## src/rtl/tcct_pkg.sv

```systemverilog
`timescale 1ns / 1ps
// ----------------------------------------------------------------------------
// tcct_pkg
// Shared types and constants for the three-channel compare timer.
// ----------------------------------------------------------------------------
package tcct_pkg;

  localparam int unsigned CHANNELS   = 3;
  localparam int unsigned COUNT_BITS = 32;
  localparam int unsigned CH_W       = 2;
  localparam int unsigned NS_W       = 32;
  localparam int unsigned HZ_W       = 30;
  localparam int unsigned PROD_W     = NS_W + HZ_W;
  localparam int unsigned MUL_W      = 2 * NS_W;
  localparam int unsigned CLK_W      = 31;
  localparam int unsigned MASK_W     = 3;

  localparam logic [HZ_W-1:0] NS_PER_SEC   = HZ_W'(1000000000);
  localparam logic [HZ_W-1:0] HZ_RESET     = HZ_W'(100000000);
  // floor(2^61 / 1e9), reciprocal of one billion scaled by 2^61
  localparam logic [NS_W-1:0] RECIP_SEC    = NS_W'(64'd2305843009);
  // 2^31 * 1e9, smallest product whose clock count does not fit 31 bits
  localparam logic [PROD_W-1:0] CLK_LIMIT  = PROD_W'(64'd2147483648000000000);

  localparam logic [1:0] STATUS_OK   = 2'd0;
  localparam logic [1:0] STATUS_BUSY = 2'd1;
  localparam logic [1:0] STATUS_BAD  = 2'd2;

  typedef enum logic [1:0] {
    OP_TICK  = 2'd0,
    OP_START = 2'd1,
    OP_STOP  = 2'd2,
    OP_ACK   = 2'd3
  } op_e;

  typedef enum logic {
    ST_IDLE,
    ST_CONV
  } ctrl_state_e;

  typedef enum logic [1:0] {
    CV_IDLE,
    CV_EST,
    CV_BACK,
    CV_FIX
  } conv_phase_e;

  typedef struct packed {
    logic [1:0]      operation;
    logic [CH_W-1:0] channel;
    logic [NS_W-1:0] span_ns;
    logic            periodic;
  } in_item_t;

  typedef struct packed {
    logic [1:0]            status;
    logic [MASK_W-1:0]     fired_mask;
    logic [MASK_W-1:0]     pending_mask;
    logic [COUNT_BITS-1:0] count_value;
  } out_item_t;

  // conversion unit result, valid for one cycle with done
  typedef struct packed {
    logic             done;
    logic             bad;
    logic [CLK_W-1:0] clocks;
  } conv_res_t;

endpackage

```

## src/rtl/three_channel_compare_timer_top.sv

```systemverilog
`timescale 1ns / 1ps
// ----------------------------------------------------------------------------
// three_channel_compare_timer_top
// 32-bit main counter with three compare channels and hardware period reload.
// ----------------------------------------------------------------------------
// Tick, stop, acknowledge and refused start items load their result in the
// transfer cycle and a new item is taken every cycle while the result
// register drains. A start that passes the channel and busy checks holds the
// input from its transfer until its result is loaded: the shared 32x32
// multiplier forms interval * clock_hz in the transfer cycle, then a
// reciprocal multiply estimates the quotient by one billion, a multiply back
// gives the remainder and up to three compare and subtract steps correct the
// estimate. A clock count that does not fit 31 bits is refused at the
// estimate step. clock_hz is written through the config channel, which is
// always ready and must only be written while the block is idle.
module three_channel_compare_timer_top import tcct_pkg::*; (
  input  logic            clk_i,
  input  logic            rst_ni,
  input  logic            in_valid_i,
  output logic            in_stall_o,
  input  in_item_t        in_data_i,
  output logic            out_valid_o,
  input  logic            out_stall_i,
  output out_item_t       out_data_o,
  input  logic            cfg_valid_i,
  output logic            cfg_ready_o,
  input  logic [HZ_W-1:0] cfg_data_i
);

  ctrl_state_e state_q, state_d;

  logic [HZ_W-1:0]       hz_q;
  logic [COUNT_BITS-1:0] count_q, count_d;
  logic                  count_en_q, count_en_d;
  logic [COUNT_BITS-1:0] cmp_q [CHANNELS];
  logic [COUNT_BITS-1:0] cmp_d [CHANNELS];
  logic [CLK_W-1:0]      period_q [CHANNELS];
  logic [CLK_W-1:0]      period_d [CHANNELS];
  logic [CHANNELS-1:0]   busy_q, busy_d;
  logic [CHANNELS-1:0]   armed_q, armed_d;
  logic [CHANNELS-1:0]   reload_q, reload_d;
  logic [CHANNELS-1:0]   pend_q, pend_d;
  logic [CH_W-1:0]       sel_q;
  logic                  per_q;

  logic                  out_valid_q, out_valid_d;
  out_item_t             out_q, out_d;

  logic                  in_fire;
  logic                  ch_ok;
  logic                  conv_go;
  logic [COUNT_BITS-1:0] count_inc;
  logic [CHANNELS-1:0]   fired;
  conv_res_t             conv_res;

  assign in_fire   = in_valid_i & ~in_stall_o;
  assign ch_ok     = in_data_i.channel < CH_W'(CHANNELS);
  assign count_inc = count_q + 1'b1;

  tcct_conv u_conv (
    .clk_i   (clk_i),
    .rst_ni  (rst_ni),
    .start_i (conv_go),
    .ns_i    (in_data_i.span_ns),
    .hz_i    (hz_q),
    .res_o   (conv_res)
  );

  // next state
  always_comb begin
    state_d = state_q;
    unique case (state_q)
      ST_IDLE: if (conv_go) state_d = ST_CONV;
      ST_CONV: if (conv_res.done) state_d = ST_IDLE;
      default: state_d = ST_IDLE;
    endcase
  end

  // control outputs
  always_comb begin
    in_stall_o = 1'b1;
    conv_go    = 1'b0;
    unique case (state_q)
      ST_IDLE: begin
        in_stall_o = out_valid_q & out_stall_i;
        conv_go    = in_valid_i & ~(out_valid_q & out_stall_i)
                   & (op_e'(in_data_i.operation) == OP_START)
                   & ch_ok & ~busy_q[in_data_i.channel];
      end
      ST_CONV: in_stall_o = 1'b1;
      default: in_stall_o = 1'b1;
    endcase
  end

  // channel and counter datapath
  always_comb begin
    logic load;
    logic [1:0] status;
    load       = 1'b0;
    status     = STATUS_OK;
    fired      = '0;
    count_d    = count_q;
    count_en_d = count_en_q;
    busy_d     = busy_q;
    armed_d    = armed_q;
    reload_d   = reload_q;
    pend_d     = pend_q;
    for (int i = 0; i < CHANNELS; i++) begin
      cmp_d[i]    = cmp_q[i];
      period_d[i] = period_q[i];
    end

    if (in_fire) begin
      unique case (op_e'(in_data_i.operation))
        OP_TICK: begin
          load = 1'b1;
          if (count_en_q) begin
            count_d = count_inc;
            for (int i = 0; i < CHANNELS; i++) begin
              if (armed_q[i] && cmp_q[i] == count_inc) begin
                pend_d[i] = 1'b1;
                fired[i]  = 1'b1;
                if (reload_q[i] && period_q[i] != '0)
                  cmp_d[i] = cmp_q[i] + COUNT_BITS'(period_q[i]);
              end
            end
          end
        end
        OP_START: begin
          if (!ch_ok) begin
            load   = 1'b1;
            status = STATUS_BAD;
          end else if (busy_q[in_data_i.channel]) begin
            load   = 1'b1;
            status = STATUS_BUSY;
          end
        end
        OP_STOP: begin
          load = 1'b1;
          if (!ch_ok) begin
            status = STATUS_BAD;
          end else begin
            armed_d[in_data_i.channel]  = 1'b0;
            busy_d[in_data_i.channel]   = 1'b0;
            reload_d[in_data_i.channel] = 1'b0;
            period_d[in_data_i.channel] = '0;
            if (busy_d == '0) count_en_d = 1'b0;
          end
        end
        OP_ACK: begin
          load = 1'b1;
          if (!ch_ok) status = STATUS_BAD;
          else pend_d[in_data_i.channel] = 1'b0;
        end
        default: load = 1'b1;
      endcase
    end

    if (conv_res.done) begin
      load = 1'b1;
      if (conv_res.bad) begin
        status = STATUS_BAD;
      end else begin
        count_en_d      = 1'b1;
        cmp_d[sel_q]    = count_q + COUNT_BITS'(conv_res.clocks);
        period_d[sel_q] = conv_res.clocks;
        reload_d[sel_q] = per_q;
        armed_d[sel_q]  = 1'b1;
        busy_d[sel_q]   = 1'b1;
      end
    end

    // result register frees on a transfer
    out_valid_d = out_valid_q & out_stall_i;
    out_d       = out_q;
    if (load) begin
      out_valid_d        = 1'b1;
      out_d.status       = status;
      out_d.fired_mask   = MASK_W'(fired);
      out_d.pending_mask = MASK_W'(pend_d);
      out_d.count_value  = count_d;
    end
  end

  always_ff @(posedge clk_i or negedge rst_ni) begin
    if (!rst_ni) begin
      state_q     <= ST_IDLE;
      hz_q        <= HZ_RESET;
      count_q     <= '0;
      count_en_q  <= 1'b0;
      busy_q      <= '0;
      armed_q     <= '0;
      reload_q    <= '0;
      pend_q      <= '0;
      out_valid_q <= 1'b0;
      for (int i = 0; i < CHANNELS; i++) begin
        cmp_q[i]    <= '0;
        period_q[i] <= '0;
      end
    end else begin
      state_q     <= state_d;
      count_q     <= count_d;
      count_en_q  <= count_en_d;
      busy_q      <= busy_d;
      armed_q     <= armed_d;
      reload_q    <= reload_d;
      pend_q      <= pend_d;
      out_valid_q <= out_valid_d;
      for (int i = 0; i < CHANNELS; i++) begin
        cmp_q[i]    <= cmp_d[i];
        period_q[i] <= period_d[i];
      end
      if (cfg_valid_i && cfg_ready_o) hz_q <= cfg_data_i;
    end
  end

  always_ff @(posedge clk_i) begin
    out_q <= out_d;
    if (conv_go) begin
      sel_q <= in_data_i.channel;
      per_q <= in_data_i.periodic;
    end
  end

  assign cfg_ready_o = 1'b1;
  assign out_valid_o = out_valid_q;
  assign out_data_o  = out_q;

  // the counter runs exactly while some channel is busy
  a_enable_busy: assert property (@(posedge clk_i) disable iff (!rst_ni)
    count_en_q == (|busy_q))
    else $error("counter enable out of step with busy channels");

  a_done_in_conv: assert property (@(posedge clk_i) disable iff (!rst_ni)
    conv_res.done |-> state_q == ST_CONV)
    else $error("conversion finished outside of conversion state");

  a_conv_stall: assert property (@(posedge clk_i) disable iff (!rst_ni)
    state_q == ST_CONV |-> in_stall_o && !(out_valid_q && !out_stall_i && !$past(conv_go)))
    else $error("input open or stale result during conversion");

  a_start_enters: assert property (@(posedge clk_i) disable iff (!rst_ni)
    conv_go |=> state_q == ST_CONV && !out_valid_q)
    else $error("start transfer did not enter conversion with empty output");

endmodule

```

## src/rtl/tcct_conv.sv

```systemverilog
`timescale 1ns / 1ps
// ----------------------------------------------------------------------------
// tcct_conv
// Nanosecond to clock conversion on one shared 32x32 multiplier: product with
// clock_hz, reciprocal estimate of the quotient by one billion, multiply back
// and compare-and-subtract correction.
// ----------------------------------------------------------------------------
module tcct_conv import tcct_pkg::*; (
  input  logic            clk_i,
  input  logic            rst_ni,
  input  logic            start_i,
  input  logic [NS_W-1:0] ns_i,
  input  logic [HZ_W-1:0] hz_i,
  output conv_res_t       res_o
);

  conv_phase_e       phase_q, phase_d;
  logic              done_q, done_d;
  logic [PROD_W-1:0] prod_q, prod_d;
  logic [CLK_W-1:0]  quo_q, quo_d;
  logic              big_q, big_d;

  logic [NS_W-1:0]   mul_a;
  logic [NS_W-1:0]   mul_b;
  logic [MUL_W-1:0]  mul_p;
  logic              too_big;
  logic              rem_ge;

  // operand select for the shared multiplier
  always_comb begin
    unique case (phase_q)
      CV_IDLE: begin
        mul_a = ns_i;
        mul_b = NS_W'(hz_i);
      end
      CV_EST: begin
        mul_a = prod_q[PROD_W-1:PROD_W-NS_W];
        mul_b = RECIP_SEC;
      end
      CV_BACK: begin
        mul_a = NS_W'(quo_q);
        mul_b = NS_W'(NS_PER_SEC);
      end
      default: begin
        mul_a = '0;
        mul_b = '0;
      end
    endcase
  end

  assign mul_p   = MUL_W'(mul_a) * MUL_W'(mul_b);
  assign too_big = prod_q >= CLK_LIMIT;
  assign rem_ge  = prod_q >= PROD_W'(NS_PER_SEC);

  always_comb begin
    phase_d = phase_q;
    done_d  = 1'b0;
    prod_d  = prod_q;
    quo_d   = quo_q;
    big_d   = big_q;
    unique case (phase_q)
      CV_IDLE: begin
        if (start_i) begin
          phase_d = CV_EST;
          prod_d  = mul_p[PROD_W-1:0];
        end
      end
      CV_EST: begin
        // estimate never exceeds the quotient and is short by at most three
        quo_d = mul_p[PROD_W-1:CLK_W];
        big_d = too_big;
        if (too_big) begin
          phase_d = CV_IDLE;
          done_d  = 1'b1;
        end else begin
          phase_d = CV_BACK;
        end
      end
      CV_BACK: begin
        prod_d  = prod_q - mul_p[PROD_W-1:0];
        phase_d = CV_FIX;
      end
      CV_FIX: begin
        if (rem_ge) begin
          prod_d = prod_q - PROD_W'(NS_PER_SEC);
          quo_d  = quo_q + 1'b1;
        end else begin
          phase_d = CV_IDLE;
          done_d  = 1'b1;
        end
      end
      default: phase_d = CV_IDLE;
    endcase
  end

  always_ff @(posedge clk_i or negedge rst_ni) begin
    if (!rst_ni) begin
      phase_q <= CV_IDLE;
      done_q  <= 1'b0;
    end else begin
      phase_q <= phase_d;
      done_q  <= done_d;
    end
  end

  always_ff @(posedge clk_i) begin
    prod_q <= prod_d;
    quo_q  <= quo_d;
    big_q  <= big_d;
  end

  assign res_o.done   = done_q;
  assign res_o.bad    = big_q | (quo_q == '0);
  assign res_o.clocks = quo_q;

endmodule

```

## config.mk

```make
export PLATFORM = sky130hd
export DESIGN_NAME = three_channel_compare_timer_top
export DESIGN_NICKNAME = d
export VERILOG_FILES = /design/src/rtl/tcct_pkg.sv /design/src/rtl/three_channel_compare_timer_top.sv /design/src/rtl/tcct_conv.sv
export SDC_FILE = /design/constraint.sdc
export NUM_CORES = 2
export LEC_CHECK = 0
export BUFFER_PORTS_ARGS = -buffer_cell sky130_fd_sc_hd__buf_4
export CELL_PAD_IN_SITES_DETAIL_PLACEMENT = 0
export CELL_PAD_IN_SITES_GLOBAL_PLACEMENT = 1
export CORE_ASPECT_RATIO = 0.9
export CORE_MARGIN = 2
export CORE_UTILIZATION = 30
export DETAILED_ROUTE_END_ITERATION = 8
export MAX_ROUTING_LAYER = met4
export PLACE_DENSITY = 0.56
export SETUP_SLACK_MARGIN = 0.5
export SLEW_MARGIN = 30
export SYNTH_ARGS = -nofsm -noshare
export SYNTH_HDL_FRONTEND = slang
export SYNTH_HIERARCHICAL = 1
export SYNTH_SLANG_ARGS = --single-unit
```

## constraint.sdc

```tcl
create_clock -name clk_i -period 29.2 [get_ports clk_i]
set_input_delay 8.76 -clock clk_i [delete_from_list [all_inputs] [get_ports clk_i]]
set_output_delay 8.76 -clock clk_i [all_outputs]
set_load 0.02 [all_outputs]
```

* Yosys cells after proc, flatten, opt, wreduce, memory -nomap -nowiden
Index checks and enable logic that the tools add are counted.
** Storage, ports and cells
- Bits of input ports :: 72
- Flip-flop bits (word level) :: 406
- Output and inout bits :: 43
- Word-level logic and storage cells :: 202
** Operators by class
- Equal/unequal tests :: 12
- Add/sub/neg operators :: 8
- Bitwise operators :: 22
- Reduce and logical (&&, ||, !) cells :: 25
- Multipliers :: 1
- Mux-type cells :: 97
- $lt $le $gt $ge :: 11
** Operators with widths (number)
- two-way mux 96 bit :: 5
- two-way mux 93 bit :: 5
- two-way mux 32 bit :: 10
- one-hot mux 32 bit (3 select lines) :: 2
- one-hot mux 62 bit (3 select lines) :: 1
- adder 32 x 31 -> 32 bit :: 4
- demux 31 bit (select 2 bit) :: 2
- two-way mux 62 bit :: 2
- bitwise mux 96 bit :: 1
- == test 32 bit :: 3
- AND 93 bit :: 1
- bitwise mux 93 bit :: 1
- two-way mux 31 bit :: 3
- NOT 93 bit :: 1
- nonzero test 31 bit :: 3
- demux 32 bit (select 2 bit) :: 1
- >= comparator 62 x 30 -> 1 bit (second input constant) :: 1
- >= comparator 62 x 61 -> 1 bit (second input constant) :: 1
- multiplier 32 x 32 -> 62 bit :: 1
- one-hot mux 31 bit (2 select lines) :: 1
- subtractor 62 x 30 -> 62 bit (second input constant) :: 1
- subtractor 62 bit :: 1
- two-way mux 3 bit :: 18
- adder 32 x 1 -> 32 bit (second input constant) :: 1
- 36 further kinds :: 106

* Logic depth before layout (Yosys ltp)
- Word-level depth :: 13
- Depth in mapped cells :: 50

* Hierarchy
The synthesis kept the hierarchy.
** By module, submodules not included
- tcct_conv :: area each 42718.5 µm², sequential area each 2897.8 µm², cells an instance 5164, instances 1
- three_channel_compare_timer_top :: area each 21066.5 µm², sequential area each 7962.6 µm², cells an instance 2211, instances 1

* Worst setup path after synthesis
No wires, ideal clock.
- Path type :: input to register
- From :: input in_data_i[3] (netlist bit)
- To :: register u_conv.prod_q[53] (data pin)
- Slack :: 10138 ps
- Setup time :: 163 ps
- Data required time :: 29037 ps
- Stages :: 42
- Arrival time :: 18899 ps
- Path through :: nand2_1 nand3_1 nand2_1 clkbuf_1 nor2_1 fa_1 fa_1 fa_1 inv_1 fa_1 inv_1 fa_1 ha_1 fa_1 inv_1 fa_1 inv_1 ha_1 [6 not listed] xnor2_1 ha_1 a211o_1 a211oi_1 o21bai_1 a21oi_1 o21ai_0 maj3_1 maj3_1 o31a_1 a31oi_4 nor4_2 a2111oi_2 o21ai_1 a31oi_1 xor2_1 mux2_1 o221ai_1
** Between the ends
- Cells in the longest elaborated chain, start to end :: 4
- Elaborated cells on any way between the ends :: 5
- Those cells by class :: add/sub (1); mul (1); mux (3)
** RTL lines
- start: declaration :: line three_channel_compare_timer_top.sv:21 : input in_item_t in_data_i,
- one-hot mux 32 bit (3 select lines) (*) :: line tcct_conv.sv:31 : unique case (phase_q)
- multiplier 32 x 32 -> 62 bit (*) :: line tcct_conv.sv:51 : assign mul_p = MUL_W'(mul_a) * MUL_W'(mul_b);
- subtractor 62 bit or two-way mux 62 bit (tied branches) :: line tcct_conv.sv:80, tcct_conv.sv:63
- one-hot mux 62 bit (3 select lines) (*) :: line tcct_conv.sv:61 : unique case (phase_q)
- named net u_conv.prod_d[53] :: line tcct_conv.sv:19 : logic [PROD_W-1:0] prod_q, prod_d;
- end signal: assignment :: line tcct_conv.sv:107 : prod_q <= prod_d;
- end: declaration :: line tcct_conv.sv:19
Mark *: on every way through the listed nets, which the timed path passes. The rest lies on a longest branch. The select of a mux whose other input is x is not followed.
A chain may end at the register's enable or synchronous reset.

* Final worst setup path
- From :: input in_data_i[9] (netlist bit)
- To :: register u_conv.prod_q[53] (data pin)
The elaborated chain is that of the path after synthesis.

==> metrics.md <==
| Metric | Value |
|---|---|
| Worst setup SP type | `input port` |
| Required time of the worst setup path | `a little under 30 ns` |
| Die area | `216000 µm²` |
| Register area | `about 11000 µm²` |
| Layout area overhead | `10.4%` |
| DRC | `0` |
| Final Hold Fails | `0` |
| Worst hold path type | `flop to flop` |
| # fillers | `22.2k` |
| Max Root-Sink Buffers | `3` |
| RSZ-0062 raised after global routing | `false` |
| Multi-input logic area | `48000 µm²` |
| Routed wire per std cell | `approximately 26 µm` |
| Post-synth top area cell | `fa_1` |
| Vias/cell | `5.27` |
| GRT Total Usage | `24.8%` |
| Num CTS Buffers | `56` |
| Clock root cell | `clkbuf_16` |
| Post-synth EDFFs | `137` |
| H-tree depth | `2` |
| Crit path kind | `input port to flop` |
| Netlist area before placement | `63800 µm²` |
| DP HPWL | `roughly 210000 µm` |
| Top post-synthesis cells by count | `nand2_1 (1018), inv_1 (978), fa_1 (869)` |
| Count of final setup violators | `0` |
| GP Congestion | `0.956` |
| Top-count cell post-synth | `nand2_1` |
| Clk sinks | `406` |
| Largest net degree at the start of global routing | `92` |
| Wirelength, routed | `262000 µm` |
| Die Height | `441 µm` |
| Net count, final | `8720` |
| Met3 routed wirelength | `18000 µm` |
| Critical path's largest stage delay | `around 0.54 ns` |
| Post-Syn Area per Cell | `8.65 µm²` |
| Detail Route Antenna Nets | `0` |
| Number of port buffers | `113` |
| Achievable Freq | `around 0.050 GHz` |
| Starting DRT DRC Count | `4843` |
| Highest metal used | `met4` |
| Final Max Tran Viols | `0` |
| Most used cell along the critical path | `fa_1` |
| Initial cell density of the core | `30.2%` |
| R2R cell count | `45` |
| Clock skew | `0.0908 ns` |
| Post-Syn Nets | `8771` |
| Crit path max fanout | `10` |
| Setup crit end kind | `flop` |
| Row Count | `160` |
| Total grt overflow | `0` |
| Main synth FF type | `dfrtp_1` |
| Vias in the first global route | `between 50k and 60k` |
| DIE WIDTH | `490 µm` |
| M1 WL | `around 130000 µm` |
| Worst-margin pin slew | `1.18 ns` |
| Drt pass-1 iters | `6` |
| Relative slew slack | `19.6%` |
| Async set-reset flop share out of synthesis | `66.3%` |
| Synth unique cells | `118` |
| Initial antenna violation count | `15` |
| Core area | `between 200000 and 250000 µm²` |
| Worst-path clk slew | `0.07 ns` |
| Minimum clock period | `19.91 ns` |
| Top cells by area, synth | `fa_1 (27%), dfrtp_1 (10%), ha_1 (8.9%)` |
| Post-CTS Hold Fix Bufs | `0` |
| Worst skew pair latency | `0.76 ns` |
| Seq cells post-synth | `just over 400` |
| Cell depth of the worst hold path | `2` |
| Cell count after synthesis | `7375` |
| First-pass GRT wire length | `385000 µm` |
| Ratio of cells with drive above 1 in the final layout | `7.72%` |
| Final period utilization | `between 60% and 70%` |
| Yosys Warn Count | `6` |
| Met2 routed WL | `approximately 110000 µm` |
| Arr. time, crit path | `approximately 20 ns` |
| CTS tree | `yes` |
| I/O pin total | `115` |
| Post-CTS setup buffers | `0` |
| Post-CTS Resized | `0` |
| Setup tns final | `0 ns` |
| Post-synth top area share | `27.3%` |
| Max cap viols | `0` |
| Seq/Total Area, Yosys | `17.0%` |
| DR vias | `53.9k` |
| Worst path slowest cell | `fa_1` |
| Status | `finished, final reports clean` |
-- metrics by stage --
step / setup slack, ns / hold slack (ns) / cell area, µm² / std cells / util (%)
floorplan: 10.14 / 0.445 / 63800 / 7375 / -
global route: 8.61 / 0.517 / 70400 / 10217 / 33.3
finish: 9.29 / 0.482 / 70400 / 10217 / 33.3
global placement: 8.76 / 0.465 / 68100 / 10098 / 32.2
CTS: 9.45 / 0.487 / 70400 / 10206 / 33.3
detailed placement: 8.70 / 0.472 / 68200 / 10100 / 32.3
-- registers in the layout, indices dropped and copies added (netlist names), 2 cells and up, named ones only --
register,cells
armed_q,3
busy_q,3
cmp_q,96
count_q,32
hz_q,30
out_data_o,40
pend_q,3
period_q,93
reload_q,3
sel_q,2
u_conv/prod_q,62
u_conv/quo_q,31
-- cell families (layout without fill, tap and decap cells) --
group	count (synthesis)	count (layout)	synth area share [%]
buffers and inverters	1369	1366	8.24
and+or+nand+nor	2455	2455	17.1
adders and majority gates	1345	1345	36.5
other	1	11	0.00588
AOI/OAI and AO/OA	1219	1219	12.5
muxes	139	139	2.28
xor gates and xnor gates	441	441	6.38
DFF	406	406	17.0
-- path summary, 6_finish.rpt --
| kind | from | to | slack (ns) |
|---|---|---|---|
| worst min register to register | armed_q[0]$_DFF_PN0_ | armed_q[0]$_DFF_PN0_ | 0.48 |
| worst min-delay path | armed_q[0]$_DFF_PN0_ | armed_q[0]$_DFF_PN0_ | 0.48 |
| worst max-delay path | in_data_i[9] | u_conv/prod_q[53]$_DFFE_PP_ | 9.29 |
| min in group asynchronous | rst_ni | period_q[42]$_DFF_PN0_ | 8.08 |
| max in group asynchronous | rst_ni | period_q[28]$_DFF_PN0_ | 18.89 |
| worst max register to register | u_conv/phase_q[0]$_DFFE_PN0P_ | u_conv/prod_q[53]$_DFFE_PP_ | 14.89 |
-- metal layers --
layer  global-route usage, %  up-vias
met4                    7.11        0
met3                    3.81      259
li1                        -    24112
met5                       -        -
met1                    36.2    27717
met2                    35.1     1802
-- cell usage in the layout, fill, tap and decap left out, types with 30 or more instances in the layout --
cell type,count
dfrtp_1,257
xnor2_1,266
nor2_1,800
mux2i_1,87
o21ai_0,296
o211ai_1,31
nand4_1,65
ha_1,452
inv_1,977
clkbuf_16,61
mux2_2,49
buf_4,278
a21oi_1,271
nand3_1,141
a21o_1,116
nor3_1,64
xor2_1,156
and3_1,49
nand2b_1,53
fa_1,869
a22o_1,63
nor4_1,55
nor2b_1,42
edfxtp_1,137
nand2_1,1014
a31oi_1,68
and2_1,30
a211oi_1,37
-- cell type report --
| cell class | instances | area share (%) |
|---|---|---|
| Timing Repair Buffer | 282 | 3.10 |
| Antenna cell | 10 | 0.0355 |
| Tap cell | 2835 | 5.04 |
| Inverter | 978 | 5.21 |
| Sequential cell | 406 | 15.4 |
| Clock inverter | 41 | 0.862 |
| Clock buffer | 65 | 2.20 |
| Multi-Input combinational cell | 5600 | 68.1 |
-- critical path: cells and delay by family --
kind | cells | cell delay [ns]
AOI/OAI and AO/OA | 15 | 3.62
xor gates and xnor gates | 2 | 0.49
and+or+nand+nor | 6 | 1.19
adders and majority gates | 12 | 5.29
buffers and inverters | 7 | 0.74
muxes | 1 | 0.33
Power is not shown: default switching activity piles up to over one toggle a cycle in this logic, so the estimate is an artifact.
